**config.mk**
```make
export PLATFORM = sky130hd
export DESIGN_NAME = ir_pulse_distance_transmitter_core
export DESIGN_NICKNAME = d
export VERILOG_FILES = /design/src/rtl/ipdt_pkg.sv /design/src/rtl/ir_pulse_distance_transmitter_core.sv /design/src/rtl/ipdt_cfg_regs.sv /design/src/rtl/ipdt_engine.sv
export SDC_FILE = /design/constraint.sdc
export NUM_CORES = 1
export LEC_CHECK = 0
export ABC_AREA = 1
export BUFFER_PORTS_ARGS = -buffer_cell sky130_fd_sc_hd__buf_2
export CORE_AREA = 2 2 147 106
export DETAILED_ROUTE_END_ITERATION = 8
export DIE_AREA = 0 0 149 108
export PLACE_DENSITY = 0.68
export SETUP_SLACK_MARGIN = 0.5
export SLEW_MARGIN = 20
export SYNTH_ARGS = -nofsm -noshare
export SYNTH_HDL_FRONTEND = slang
export SYNTH_SLANG_ARGS = --single-unit
```
**constraint.sdc**
```tcl
create_clock -name clk_i -period 5.2 [get_ports clk_i]
set_input_delay 0.26 -clock clk_i [delete_from_list [all_inputs] [get_ports clk_i]]
set_output_delay 0.26 -clock clk_i [all_outputs]
set_load 0.01 [all_outputs]
```
**src/rtl/ipdt_pkg.sv**
```systemverilog
package ipdt_pkg;

  // Width in bits of every duration register; durations count ticks.
  localparam int unsigned DurW = 14;
  localparam int unsigned CfgIdxW = 3;

  // Configuration register indexes.
  localparam logic [CfgIdxW-1:0] RegLeaderLow  = 3'd0;
  localparam logic [CfgIdxW-1:0] RegLeaderHigh = 3'd1;
  localparam logic [CfgIdxW-1:0] RegMark       = 3'd2;
  localparam logic [CfgIdxW-1:0] RegSpaceZero  = 3'd3;
  localparam logic [CfgIdxW-1:0] RegSpaceOne   = 3'd4;
  localparam logic [CfgIdxW-1:0] RegStop       = 3'd5;

  // Reset values of the duration registers.
  localparam logic [DurW-1:0] RstLeaderLow  = 14'd9000;
  localparam logic [DurW-1:0] RstLeaderHigh = 14'd4560;
  localparam logic [DurW-1:0] RstMark       = 14'd500;
  localparam logic [DurW-1:0] RstSpaceZero  = 14'd500;
  localparam logic [DurW-1:0] RstSpaceOne   = 14'd1800;
  localparam logic [DurW-1:0] RstStop       = 14'd560;

  // Input mode codes.
  localparam logic ModeTick  = 1'b0;
  localparam logic ModeOffer = 1'b1;

  // Index of the last data bit of a byte.
  localparam logic [2:0] LastBit = 3'd7;

  typedef struct packed {
    logic [DurW-1:0] leader_low;
    logic [DurW-1:0] leader_high;
    logic [DurW-1:0] mark;
    logic [DurW-1:0] space_zero;
    logic [DurW-1:0] space_one;
    logic [DurW-1:0] stop;
  } cfg_t;

  typedef struct packed {
    logic line_level;
    logic busy_res;
    logic byte_accepted;
    logic underrun;
    logic frame_done;
  } res_t;

endpackage

```
**src/rtl/ir_pulse_distance_transmitter_core.sv**
```systemverilog
// Channel  Direction  Handshake               Payload
// in       input      in_valid_i/in_stall_o   mode_i, data_byte_i, last_byte_i
// out      output     out_valid_o/out_stall_i line_level_o, busy_res_o,
//                                             byte_accepted_o, underrun_o, frame_done_o
// cfg      input      cfg_we_i                cfg_idx_i, cfg_data_i
//
// The engine state updates on the input transfer and
// its result lands in the output register on the same edge.
// An item can be taken every cycle while no result is stalled; the result is registered.
// Reset puts the engine idle, restores the default durations and empties the output.
// While a result is stalled, input is held off; it resumes in the cycle it is taken.
module ir_pulse_distance_transmitter_core (
  input  logic                         clk_i,
  input  logic                         rst_ni,
  input  logic                         in_valid_i,
  output logic                         in_stall_o,
  input  logic                         mode_i,
  input  logic [7:0]                   data_byte_i,
  input  logic                         last_byte_i,
  output logic                         out_valid_o,
  input  logic                         out_stall_i,
  output logic                         line_level_o,
  output logic                         busy_res_o,
  output logic                         byte_accepted_o,
  output logic                         underrun_o,
  output logic                         frame_done_o,
  input  logic                         cfg_we_i,
  input  logic [ipdt_pkg::CfgIdxW-1:0] cfg_idx_i,
  input  logic [ipdt_pkg::DurW-1:0]    cfg_data_i
);
  import ipdt_pkg::*;

  cfg_t cfg;
  res_t res, res_q;
  logic in_accept;
  logic out_valid_q, out_valid_d;

  assign in_stall_o = out_valid_q & out_stall_i;
  assign in_accept  = in_valid_i & ~in_stall_o;

  ipdt_cfg_regs u_cfg (
    .clk_i      (clk_i),
    .rst_ni     (rst_ni),
    .cfg_we_i   (cfg_we_i),
    .cfg_idx_i  (cfg_idx_i),
    .cfg_data_i (cfg_data_i),
    .cfg_o      (cfg)
  );

  ipdt_engine u_engine (
    .clk_i       (clk_i),
    .rst_ni      (rst_ni),
    .accept_i    (in_accept),
    .mode_i      (mode_i),
    .data_byte_i (data_byte_i),
    .last_byte_i (last_byte_i),
    .cfg_i       (cfg),
    .res_o       (res)
  );

  // Output register: loads on every input transfer, holds while stalled.
  assign out_valid_d = in_accept | (out_valid_q & out_stall_i);

  always_ff @(posedge clk_i or negedge rst_ni) begin
    if (!rst_ni) begin
      out_valid_q <= 1'b0;
    end else begin
      out_valid_q <= out_valid_d;
    end
  end

  always_ff @(posedge clk_i) begin
    if (in_accept) begin
      res_q <= res;
    end
  end

  assign out_valid_o     = out_valid_q;
  assign line_level_o    = res_q.line_level;
  assign busy_res_o      = res_q.busy_res;
  assign byte_accepted_o = res_q.byte_accepted;
  assign underrun_o      = res_q.underrun;
  assign frame_done_o    = res_q.frame_done;

endmodule

```
**src/rtl/ipdt_cfg_regs.sv**
```systemverilog
module ipdt_cfg_regs (
  input  logic                           clk_i,
  input  logic                           rst_ni,
  input  logic                           cfg_we_i,
  input  logic [ipdt_pkg::CfgIdxW-1:0]   cfg_idx_i,
  input  logic [ipdt_pkg::DurW-1:0]      cfg_data_i,
  output ipdt_pkg::cfg_t                 cfg_o
);
  import ipdt_pkg::*;

  cfg_t cfg_q, cfg_d;

  // Register write decode; unknown indexes are dropped.
  always_comb begin
    cfg_d = cfg_q;
    if (cfg_we_i) begin
      unique case (cfg_idx_i)
        RegLeaderLow:  cfg_d.leader_low  = cfg_data_i;
        RegLeaderHigh: cfg_d.leader_high = cfg_data_i;
        RegMark:       cfg_d.mark        = cfg_data_i;
        RegSpaceZero:  cfg_d.space_zero  = cfg_data_i;
        RegSpaceOne:   cfg_d.space_one   = cfg_data_i;
        RegStop:       cfg_d.stop        = cfg_data_i;
        default:       cfg_d = cfg_q;
      endcase
    end
  end

  always_ff @(posedge clk_i or negedge rst_ni) begin
    if (!rst_ni) begin
      cfg_q.leader_low  <= RstLeaderLow;
      cfg_q.leader_high <= RstLeaderHigh;
      cfg_q.mark        <= RstMark;
      cfg_q.space_zero  <= RstSpaceZero;
      cfg_q.space_one   <= RstSpaceOne;
      cfg_q.stop        <= RstStop;
    end else begin
      cfg_q <= cfg_d;
    end
  end

  assign cfg_o = cfg_q;

endmodule

```
**src/rtl/ipdt_engine.sv**
```systemverilog
module ipdt_engine (
  input  logic           clk_i,
  input  logic           rst_ni,
  input  logic           accept_i,
  input  logic           mode_i,
  input  logic [7:0]     data_byte_i,
  input  logic           last_byte_i,
  input  ipdt_pkg::cfg_t cfg_i,
  output ipdt_pkg::res_t res_o
);
  import ipdt_pkg::*;

  typedef enum logic [5:0] {
    PhIdle     = 6'b000001,
    PhLeadLow  = 6'b000010,
    PhLeadHigh = 6'b000100,
    PhMark     = 6'b001000,
    PhSpace    = 6'b010000,
    PhStop     = 6'b100000
  } phase_e;

  phase_e          phase_q, phase_d, eff_phase;
  logic [DurW-1:0] tick_q, tick_d, eff_tick, tick_inc, dur;
  logic [2:0]      bit_q, bit_d, eff_bit;
  logic [7:0]      shift_q, shift_d, eff_shift;
  logic            last_q, last_d, eff_last;
  logic [7:0]      hold_byte_q, hold_byte_d;
  logic            hold_valid_q, hold_valid_d;
  logic            hold_last_q, hold_last_d;
  logic            eff_level;

  // Effective state: a tick while idle with a byte held starts the leader.
  always_comb begin
    eff_phase = phase_q;
    eff_tick  = tick_q;
    eff_bit   = bit_q;
    eff_shift = shift_q;
    eff_last  = last_q;
    if (mode_i == ModeTick && phase_q == PhIdle && hold_valid_q) begin
      eff_phase = PhLeadLow;
      eff_tick  = '0;
      eff_bit   = '0;
      eff_shift = hold_byte_q;
      eff_last  = hold_last_q;
    end
  end

  // Line level and duration of the phase in progress.
  always_comb begin
    unique case (eff_phase)
      PhLeadLow:  begin eff_level = 1'b0; dur = cfg_i.leader_low;  end
      PhLeadHigh: begin eff_level = 1'b1; dur = cfg_i.leader_high; end
      PhMark:     begin eff_level = 1'b0; dur = cfg_i.mark;        end
      PhSpace: begin
        eff_level = 1'b1;
        dur = eff_shift[eff_bit] ? cfg_i.space_one : cfg_i.space_zero;
      end
      PhStop:     begin eff_level = 1'b0; dur = cfg_i.stop;        end
      default:    begin eff_level = 1'b1; dur = DurW'(1);          end
    endcase
  end

  assign tick_inc = eff_tick + DurW'(1);

  // Next state and result for the item in this transfer.
  always_comb begin
    phase_d      = phase_q;
    tick_d       = tick_q;
    bit_d        = bit_q;
    shift_d      = shift_q;
    last_d       = last_q;
    hold_byte_d  = hold_byte_q;
    hold_valid_d = hold_valid_q;
    hold_last_d  = hold_last_q;
    res_o        = '0;

    if (mode_i == ModeOffer) begin
      // Byte offer: fill the holding register if it is free.
      if (!hold_valid_q) begin
        hold_byte_d   = data_byte_i;
        hold_last_d   = last_byte_i;
        hold_valid_d  = 1'b1;
        res_o.byte_accepted = 1'b1;
      end
      res_o.line_level = eff_level;
      res_o.busy_res   = (phase_q != PhIdle);
    end else begin
      // Tick: advance the phase counter.
      phase_d = eff_phase;
      tick_d  = eff_tick;
      bit_d   = eff_bit;
      shift_d = eff_shift;
      last_d  = eff_last;
      if (phase_q == PhIdle && hold_valid_q) begin
        hold_valid_d = 1'b0;
      end
      res_o.line_level = eff_level;
      if (eff_phase != PhIdle) begin
        res_o.busy_res = 1'b1;
        tick_d = tick_inc;
        if (tick_inc >= dur) begin
          tick_d = '0;
          unique case (eff_phase)
            PhLeadLow: phase_d = PhLeadHigh;
            PhLeadHigh: begin
              bit_d   = '0;
              phase_d = PhMark;
            end
            PhMark: phase_d = PhSpace;
            PhSpace: begin
              if (eff_bit < LastBit) begin
                bit_d   = eff_bit + 3'd1;
                phase_d = PhMark;
              end else if (eff_last) begin
                phase_d = PhStop;
              end else if (hold_valid_q) begin
                shift_d      = hold_byte_q;
                last_d       = hold_last_q;
                hold_valid_d = 1'b0;
                bit_d        = '0;
                phase_d      = PhMark;
              end else begin
                res_o.underrun = 1'b1;
                phase_d        = PhStop;
              end
            end
            default: begin
              res_o.frame_done = 1'b1;
              phase_d          = PhIdle;
              bit_d            = '0;
            end
          endcase
        end
      end
    end
  end

  // Control state.
  always_ff @(posedge clk_i or negedge rst_ni) begin
    if (!rst_ni) begin
      phase_q      <= PhIdle;
      tick_q       <= '0;
      bit_q        <= '0;
      shift_q      <= '0;
      last_q       <= 1'b0;
      hold_valid_q <= 1'b0;
      hold_last_q  <= 1'b0;
    end else if (accept_i) begin
      phase_q      <= phase_d;
      tick_q       <= tick_d;
      bit_q        <= bit_d;
      shift_q      <= shift_d;
      last_q       <= last_d;
      hold_valid_q <= hold_valid_d;
      hold_last_q  <= hold_last_d;
    end
  end

  // Held byte is only read while its valid flag is set.
  always_ff @(posedge clk_i) begin
    if (accept_i) begin
      hold_byte_q <= hold_byte_d;
    end
  end

endmodule

```
; ---- Word-level counts from Yosys, hierarchy flattened
; Index checks and enable logic that the tools add are counted.
; Widths: inputs -> output; s select.
[totals]
register_bits = 132
in_bits = 32
output_inout_bits = 7
wordCells = 112
[op_classes]
n_addsub = 2
magnitude_cmp = 3
n_eq_ne = 13
n_mux = 48
bitwise_logic = 9
reduce_logical = 17
[ops]
columns = cell, n
row1 = $pmux 14 s5, 1
row2 = $mux 14, 4
row3 = $mux 8, 7
row4 = $mux 6, 6
row5 = $pmux 6 s4, 1
row6 = $mux 1, 21
row7 = $mux 3, 6
row8 = $add 14x1->14 const B, 1
row9 = $ge 14x14->1, 1
row10 = $reduce_and 2->1, 7
row11 = $ne 6x1->1 const B, 2
row12 = $eq 3x2->1 const B, 2
row13 = $eq 3x3->1 const B, 2
row14 = $eq 6x1->1 const B, 1
row15 = $eq 6x2->1 const B, 1
row16 = $eq 6x3->1 const B, 1
row17 = $eq 6x4->1 const B, 1
row18 = $eq 6x5->1 const B, 1
row19 = $eq 6x6->1 const B, 1
row20 = $not 1->1, 6
row21 = $pmux 3 s2, 1
row22 = $reduce_or 3->1, 2
row23 = $reduce_or 6->1, 1
row24 = $lt 3x4->1 const B, 1
row25 = other kinds (11), 14

; ---- Depth between registers and ports, before layout
; Gate-level depths: netlist (run 1).
[depth]
ltp_word = 12
depth_mapped = 30
ltp_nobuf = 27

; ---- By module
; From an unflattened synthesis (run 1), not the netlist that was laid out.
[unflattened]
cells_unflattened = 1060
hier_area_um2 = 7806.2
[modules_own_cells]
columns = module, n_inst, cells_each, area_per_inst_um2, seq_area_each_um2
row1 = ipdt_engine, 1, 673, 4240.3, 1092.3
row2 = ipdt_cfg_regs, 1, 376, 3370.7, 2138.3
row3 = ir_pulse_distance_transmitter_core, 1, 11, 195.2, 175.2

; ---- Worst setup path after synthesis (run 1)
; OpenSTA, ideal clock, no wires.
[synth_timing]
kind = register to register
startpoint = reg u_engine.phase_q[0]
endpoint = reg with a tool-made name
setup_ns = 0.117
arrival_time_ns = 3.684
t_required_ns = 5.083
path_slack_ns = 1.399
stages_incl_launch_ff = 28
period_less_slack_ns = 3.801
cell_sequence = dfstp_2 > nand2_1 > nor2_4 > nand3_4 > buf_8 > buf_6 > buf_2 > nand2_1 > inv_1 > ha_1 > nand3_1 > or2_1 > nor2_2 > nand2_1 > nand2_1 > and2_1 > ha_1 > nand2_1 > nor2_1 > nor3b_1 > nand2_1 > nand3_2 > nand2_2 > inv_2 > buf_2 > nand3_1 > nand3_1 > nand2_1
[synth_lines]
columns = item, line_no
row1 = from (decl), ipdt_engine.sv:22  ; phase_e phase_q, phase_d, eff_phase;
row2 = from (signal assigned), ipdt_engine.sv:141  ; phase_q <= PhIdle;
row3 = from (signal assigned), ipdt_engine.sv:149  ; phase_q <= phase_d;

==> metrics.cfg, run 1 <==
[route]
route.detailed.drc = 0
first_pass_iters = 5
via_count = 6259
wl_um = 18220
antenna_left = 0
routedWlPerCell_um = 15.38
via_per_inst = 5.282
first_iter_violations = 499

[cells_and_area]
stdcell_count = 1185
diodes = 0
final-seq-area_um2 = 3406
area_delta_synth_final_pct = 14.35
stdcell_area_um2 = 8264
drive_gt1_share_pct = 15.66
multi_input_area_um2 = 3207
nFillCells = 1326
fin_nets = 1025

[timing]
rsz0062_at_grt = no
setup_viol_count_final = 0
hold_viol = 0
tns_ns = 0
slew_headroom_pct = 30.69
slew_violations = 0
max_freq_mhz = 231.7
finalCriticalPeriod_ns = 4.315
worst_pin_slew_ns = 1.037
period_share_pct = 82.99
clock_skew_ns = 0.008020

[die]
dieHeight_um = 108
rows = 37
io_pins = 39
design.die.area_um2 = 16090
core-area_um2 = 14540
chipWidth_um = 149
initial_core_util_pct = 49.72

[run_status]
status = complete, no violations

[placement]
port_buffers = 38
dp_hpwl_um = 12190
placed_area_um2 = 7560
place_congestion = 0.9115
dp.cells = 1144

[grt]
grt_pass1_vias = 5812
grt_use_met2_pct = 33.48
grt-ovfl-total = 0
grt_max_degree = 68
grt_usage_pct = 23.97
gr-usage-met1_pct = 36.83
grt_pass1_wl_um = 29930
antenna_found_initial = 0
busiest_layer = met1
grt_util_met3_pct = 4.641

[power_and_ir_drop]
powerDensity_nw_per_um2 = 543.2
power_uw = 4489
p_leak_uw = 0.004042
peakVddDrop_mv = 0.3459

[worst_setup_path]
crit_chain = nor2_2 -> nand3_4 -> inv_4 -> nor2_1 -> ha_1 -> nand3_1 -> or2_1 -> nor2_2 -> nand2_1 -> nand2_1 -> and2_1 -> ha_1 -> nand2_1 -> nor2_1 -> nor3b_1 -> nand2_1 -> nand3_2 -> nand2_2 -> inv_2 -> nand2_1 -> o21ai_0 -> nand2_1 -> nand2_1
required_ns = 5.57
start_kind = flip-flop
crit_path_max_fanout = 17
slowest_delay_ns = 0.45
path_class = flip-flop to flip-flop
path_common_cell = nand2_1
cp_slowest_cell = nor2_2
endpoint_kind = flip-flop
worstPathArrival_ns = 4.68

[synthesis]
synth_warnings = 0
synthMostInstantiatedCell = nand2_1
ys_ff_latch = 132
synth_common_cells = nand2_1, inv_1, o21ai_0
synthesis.area_um2 = 7227
synth_edf_count = 13
yosys.cell_types.count = 45
synth.largest_area_cell = dfrtp_1
synth_nets = 981
syn_inst = 933
yosys.area.top_type_share_pct = 30.82
async_flop_share_pct = 90.15
seq_area_frac_synth_pct = 47.13
synth_ff_type = dfrtp_1
synth_area_per_cell_um2 = 7.746
synth_area_leaders = dfrtp_1, nand2_1, dfstp_2

[clocking]
htree_levels = 4
cts_buffers = 17
post_cts_buffers = 0
cts_sinks = 132
cts_tree = yes
cts_buffer_depth = 2
clkLatencyLatePin_ns = 0.43
clk_pin_slew_worst_paths_ns = 0.06
root_buffer = clkbuf_16

[min_path]
hold_path.class = input pin to flip-flop

[flow_run]
cap_violations = 0

[final timing paths]
check / cells after the start / endpoint / startpoint / slack, ns
setup / recovery: 23 / flip-flop / u_engine.phase_q[5] / 0.88
hold / removal: 1 / u_engine.hold_byte_q[3] / data_byte_i[3] / 0.01
hold reg to reg: 2 / flip-flop / flip-flop / 0.48
min in group asynchronous: 2 / u_engine.hold_last_q / rst_ni / 0.40
setup reg to reg: 23 / flip-flop / u_engine.phase_q[5] / 0.88
max in group asynchronous: 3 / u_cfg.cfg_o[55] / rst_ni / 3.49
[state kept, by name (all words and copies together), names as in the netlist, named ones only]
| register | flops |
|---|---|
| u_engine.phase_q | 6 |
| u_engine.shift_q | 1 |
| byte_accepted_o | 1 |
| u_engine.hold_byte_q | 8 |
| u_cfg.cfg_o | 84 |
| busy_res_o | 1 |
| out_valid_o | 1 |
| frame_done_o | 1 |
| u_engine.last_q | 1 |
| u_engine.hold_last_q | 1 |
| underrun_o | 1 |
| line_level_o | 1 |
| u_engine.bit_q | 3 |
| u_engine.hold_valid_q | 1 |
| u_engine.tick_q | 14 |
[through the flow]
step	utilization, %	setup WS (ns)	hold WS, ns
2_1_floorplan	-	1.399	-0.03559
3_3_place_gp	52.01	0.9690	0.3508
3_5_place_dp	52.01	0.8539	0.3484
4_1_cts	56.60	0.8341	0.00008554
5_1_grt	56.85	0.5243	0.01142
6_report	56.85	0.8847	0.01369
[layout make-up]
type / instances / share of cell area (%)
clock buffer: 19 / 5.617
clock inverter: 13 / 1.741
inverter: 126 / 5.829
multi-input combinational: 648 / 38.80
sequential: 132 / 41.21
tap: 195 / 2.952
timing repair buffer: 52 / 3.846
[cells in the final DEF (no fill, tap or decap), types with 16 or more instances in the layout]
cell type and count:
dfrtp_1 89, clkbuf_16 18, ha_1 16, nand2_1 295
o21ai_0 113, inv_1 117, dfstp_2 30, nor2_1 37
nand3_1 78, a21oi_1 27, buf_2 37
[metal layers]
layer	share of wire, %	vias up
met3	6.2	32
met4	1.9	0
met1	51	2945
li1	-	3088
met2	41	194
met5	0	-
[cell families (layout without fill, tap and decap cells)]
logic type,after synthesis,in the layout,share of synthesized area (%)
simple gates,468,469,29.24
compound gates,158,158,11.34
buf+inv,154,210,8.708
flops,132,132,47.13
fa+ha+maj,16,16,2.770
xor+xnor,5,5,0.8138
[critical path, delay by kind of cell, from the launching register on]
family	cells	cell delay, ns
simple gates	18	2.68
buf+inv	2	0.51
fa+ha+maj	2	0.50
flops	1	0.42
compound gates	1	0.12
[timing repair]
action | CTS | global route
hold buffers | 6 | 2
endpoints found under the hold margin | 50 | 2
endpoints found under the setup margin | 0 | 10
gates resized for setup | 0 | 3
[power by group]
group / internal [µW] / total (µW) / switching (µW)
sequential: 1310 / 1470 / 160
combinational: 559 / 1770 / 1210
clock: 753 / 1250 / 495
total: 2620 / 4490 / 1870
Note: power is estimated with default switching activity, not from simulation.
==> run 2: changes to the inputs <==
==> constraint.sdc (replaced) <==
create_clock -name clk_i -period 4.05 [get_ports clk_i]
set_input_delay 0.2025 -clock clk_i [delete_from_list [all_inputs] [get_ports clk_i]]
set_output_delay 0.2025 -clock clk_i [all_outputs]
set_load 0.01 [all_outputs]
==> metrics.cfg, run 2 (same netlist as run 1, synthesis figures left out) <==
[grt]
grt_max_degree = 60  ; -12%
grt_pass1_vias = 6049  ; +4.1%
antenna_found_initial = 0  ; unchanged
grt-ovfl-total = 0  ; unchanged
grt_usage_pct = 24.94  ; +0.97 points
grt_pass1_wl_um = 31010  ; +3.6%

[worst_setup_path]
crit_path_max_fanout = 7  ; -10
start_kind = flip-flop
required_ns = 4.37  ; -1.20 ns
cp_slowest_cell = dfrtp_1
worst-path-buf-inv = 6  ; +4
endpoint_kind = flip-flop
cp_top_family = simple AND/OR/NAND/NOR gates
worstPathArrival_ns = 4.00  ; -0.68 ns
path_class = flip-flop to flip-flop
slowest_delay_ns = 0.40  ; -0.05 ns

[route]
routedWlPerCell_um = 16.66  ; +8.4%
wl_um = 20630  ; +13%
first_pass_iters = 5  ; unchanged
via_count = 6791  ; +8.5%
route.detailed.drc = 0  ; unchanged
first_iter_violations = 751  ; +51%
antenna_left = 0  ; unchanged
via_per_inst = 5.485  ; +3.9%

[placement]
preCtsSetupSlack_ns = 0.2379  ; -0.6159 ns
dp.cells = 1154  ; +0.87%
dp_hpwl_um = 12560  ; +3.1%
place_congestion = 0.9185  ; +0.77%
port_buffers = 38  ; unchanged
placed_area_um2 = 7676  ; +1.5%

[cells_and_area]
fin_nets = 1078  ; +5.2%
layout_commonest_cell = nand2_1
area_delta_synth_final_pct = 29.57
drive_gt1_share_pct = 28.48  ; +13 points
largest_reg_flops = 84  ; unchanged
final-seq-area_um2 = 3406  ; unchanged
nFillCells = 1142  ; -14%
stdcell_area_um2 = 9364  ; +13%
diodes = 0  ; unchanged
final_cell_mix = nand2_1, o21ai_0, inv_1
stdcell_count = 1238  ; +4.5%
multi_input_area_um2 = 3821  ; +19%

[power_and_ir_drop]
p_clk_share_pct = 22.6  ; -5.2 points
seqPwrFrac_pct = 26.8  ; -5.9 points
p_comb_share_pct = 50.7  ; +11 points
p_int_uw = 3985  ; +52%
p_leak_uw = 0.004393  ; +8.7%
p_switching_uw = 3054  ; +63%
powerDensity_nw_per_um2 = 751.8  ; +38%
power_uw = 7040  ; +57%
switching_share_pct = 43.39  ; +1.8 points
peakVddDrop_mv = 0.4263  ; +23%

[clocking]
cts_sinks = 132  ; unchanged
root_buffer = clkbuf_16
cts_buffer_depth = 2  ; unchanged
clk_pin_slew_worst_paths_ns = 0.07  ; about the same
htree_levels = 4  ; unchanged
cts_tree = yes
clkLatencyLatePin_ns = 0.44  ; about the same
cts_buffers = 17  ; unchanged

[timing]
fin_ws_ns = 0.3743  ; -0.5104 ns
clock_skew_ns = 0.01346  ; +0.005435 ns
hold_viol = 0  ; unchanged
slew_violations = 0  ; unchanged
slew_headroom_pct = 34.67  ; +4.0 points
finalCriticalPeriod_ns = 3.676  ; -0.6396 ns
period_share_pct = 90.76  ; +7.8 points
max_freq_mhz = 272.1  ; +17%
worst_pin_slew_ns = 0.9775  ; -0.05926 ns
rsz0062_at_grt = yes
tns_ns = 0  ; unchanged
setup_viol_count_final = 0  ; unchanged

[die]
dieHeight_um = 108  ; unchanged
chipWidth_um = 149  ; unchanged
rows = 37  ; unchanged
core-area_um2 = 14540  ; unchanged
initial_core_util_pct = 49.72  ; unchanged
design.die.area_um2 = 16090  ; unchanged
io_pins = 39  ; unchanged

[min_path]
hold_path.class = input pin to flip-flop

[run_status]
status = complete, no violations

[flow_run]
cap_violations = 0  ; unchanged

[run 2: cell count changes in the layout (fill, tap and decap cells not counted), sizes merged]
cell / before / now
nand3: 86 / 88
buf: 44 / 91
clkinvlp: 3 / 4
clkbuf: 19 / 18
inv: 131 / 134
bufinv: 2 / 1
dlygate4sd3: 8 / 12
clkinv: 3 / 1
[run 2: path summary, 6_finish.rpt]
| kind | start | to | slack (ns) | cells past startpoint |
|---|---|---|---|---|
| max | u_engine.phase_q[1] | u_engine.shift_q[7] | 0.37 | 25 |
| min | cfg_data_i[5] | u_cfg.cfg_o[5] | 0.1 | 3 |
| max reg2reg | u_engine.phase_q[1] | u_engine.shift_q[7] | 0.37 | 25 |
| min reg2reg | u_cfg.cfg_o[6] | u_cfg.cfg_o[6] | 0.49 | 2 |
| max in group asynchronous | rst_ni | u_cfg.cfg_o[75] | 2.68 | 3 |
| min in group asynchronous | rst_ni | u_engine.hold_last_q | 0.38 | 2 |
[run 2: final cells by class]
type / instances / share of cell area [%]
timing repair buffer: 103 / 8.525
multi-input combinational: 650 / 40.81
tap: 195 / 2.606
inverter: 126 / 5.238
clock buffer: 18 / 4.810
clock inverter: 14 / 1.644
sequential: 132 / 36.37
[run 2: per-layer routing]
metal | global-route usage [%] | share of wire (%) | up-vias
li1 | - | - | 3218
met1 | 37.52 | 45 | 3179
met2 | 35.78 | 44 | 341
met3 | 6.878 | 9.1 | 53
met4 | 5.782 | 2.3 | 0
met5 | 0 | 0 | -
[run 2: power groups by stage]
| stage | Sequential, µW | Clock [µW] | Combinational, µW |
|---|---|---|---|
| 3_3_place_gp | 1880 | 0 | 2310 |
| 5_1_grt | 1920 | 1670 | 3870 |
| 6_report | 1880 | 1590 | 3570 |
| 3_5_place_dp | 1880 | 0 | 2330 |
| 2_1_floorplan | 1850 | 0 | 1820 |
| 4_1_cts | 1870 | 1600 | 2550 |
[run 2: stage by stage]
step	hold WS, ns	util, %
after floorplan	-0.09309	-
after global placement	0.3308	52.81
after detailed placement	0.3298	52.81
after CTS	0.09860	58.56
after global routing	0.1270	64.42
final	0.09591	64.42
[run 2: worst reg2reg max path: stages (launching register included)]
cell and delay, ns:
dfrtp_1 0.40, inv_2 0.13, nand2_2 0.08, nor2_4 0.23, nand3_4 0.20, nand2_4 0.16, nand2_1 0.07, inv_1 0.12
nand2_4 0.08, nand3_4 0.15, nand2_8 0.07, buf_8 0.15, nand2_2 0.06, nand3_1 0.08, nand2_1 0.10, inv_2 0.06
ha_4 0.26, nand4_1 0.11, nor3_2 0.18, nand2_1 0.12, nand3_4 0.16, nand2_8 0.10, buf_4 0.17, buf_4 0.14
nor3_4 0.11, o21ai_1 0.08
[run 2: timing repair]
action,4_1_cts,5_1_grt
endpoints found under the setup margin,24,35
buffers inserted,8,29
endpoints found under the hold margin,56,0
hold buffers,12,0
resized for setup,5,129
pin swaps,4,50
cloned,1,2
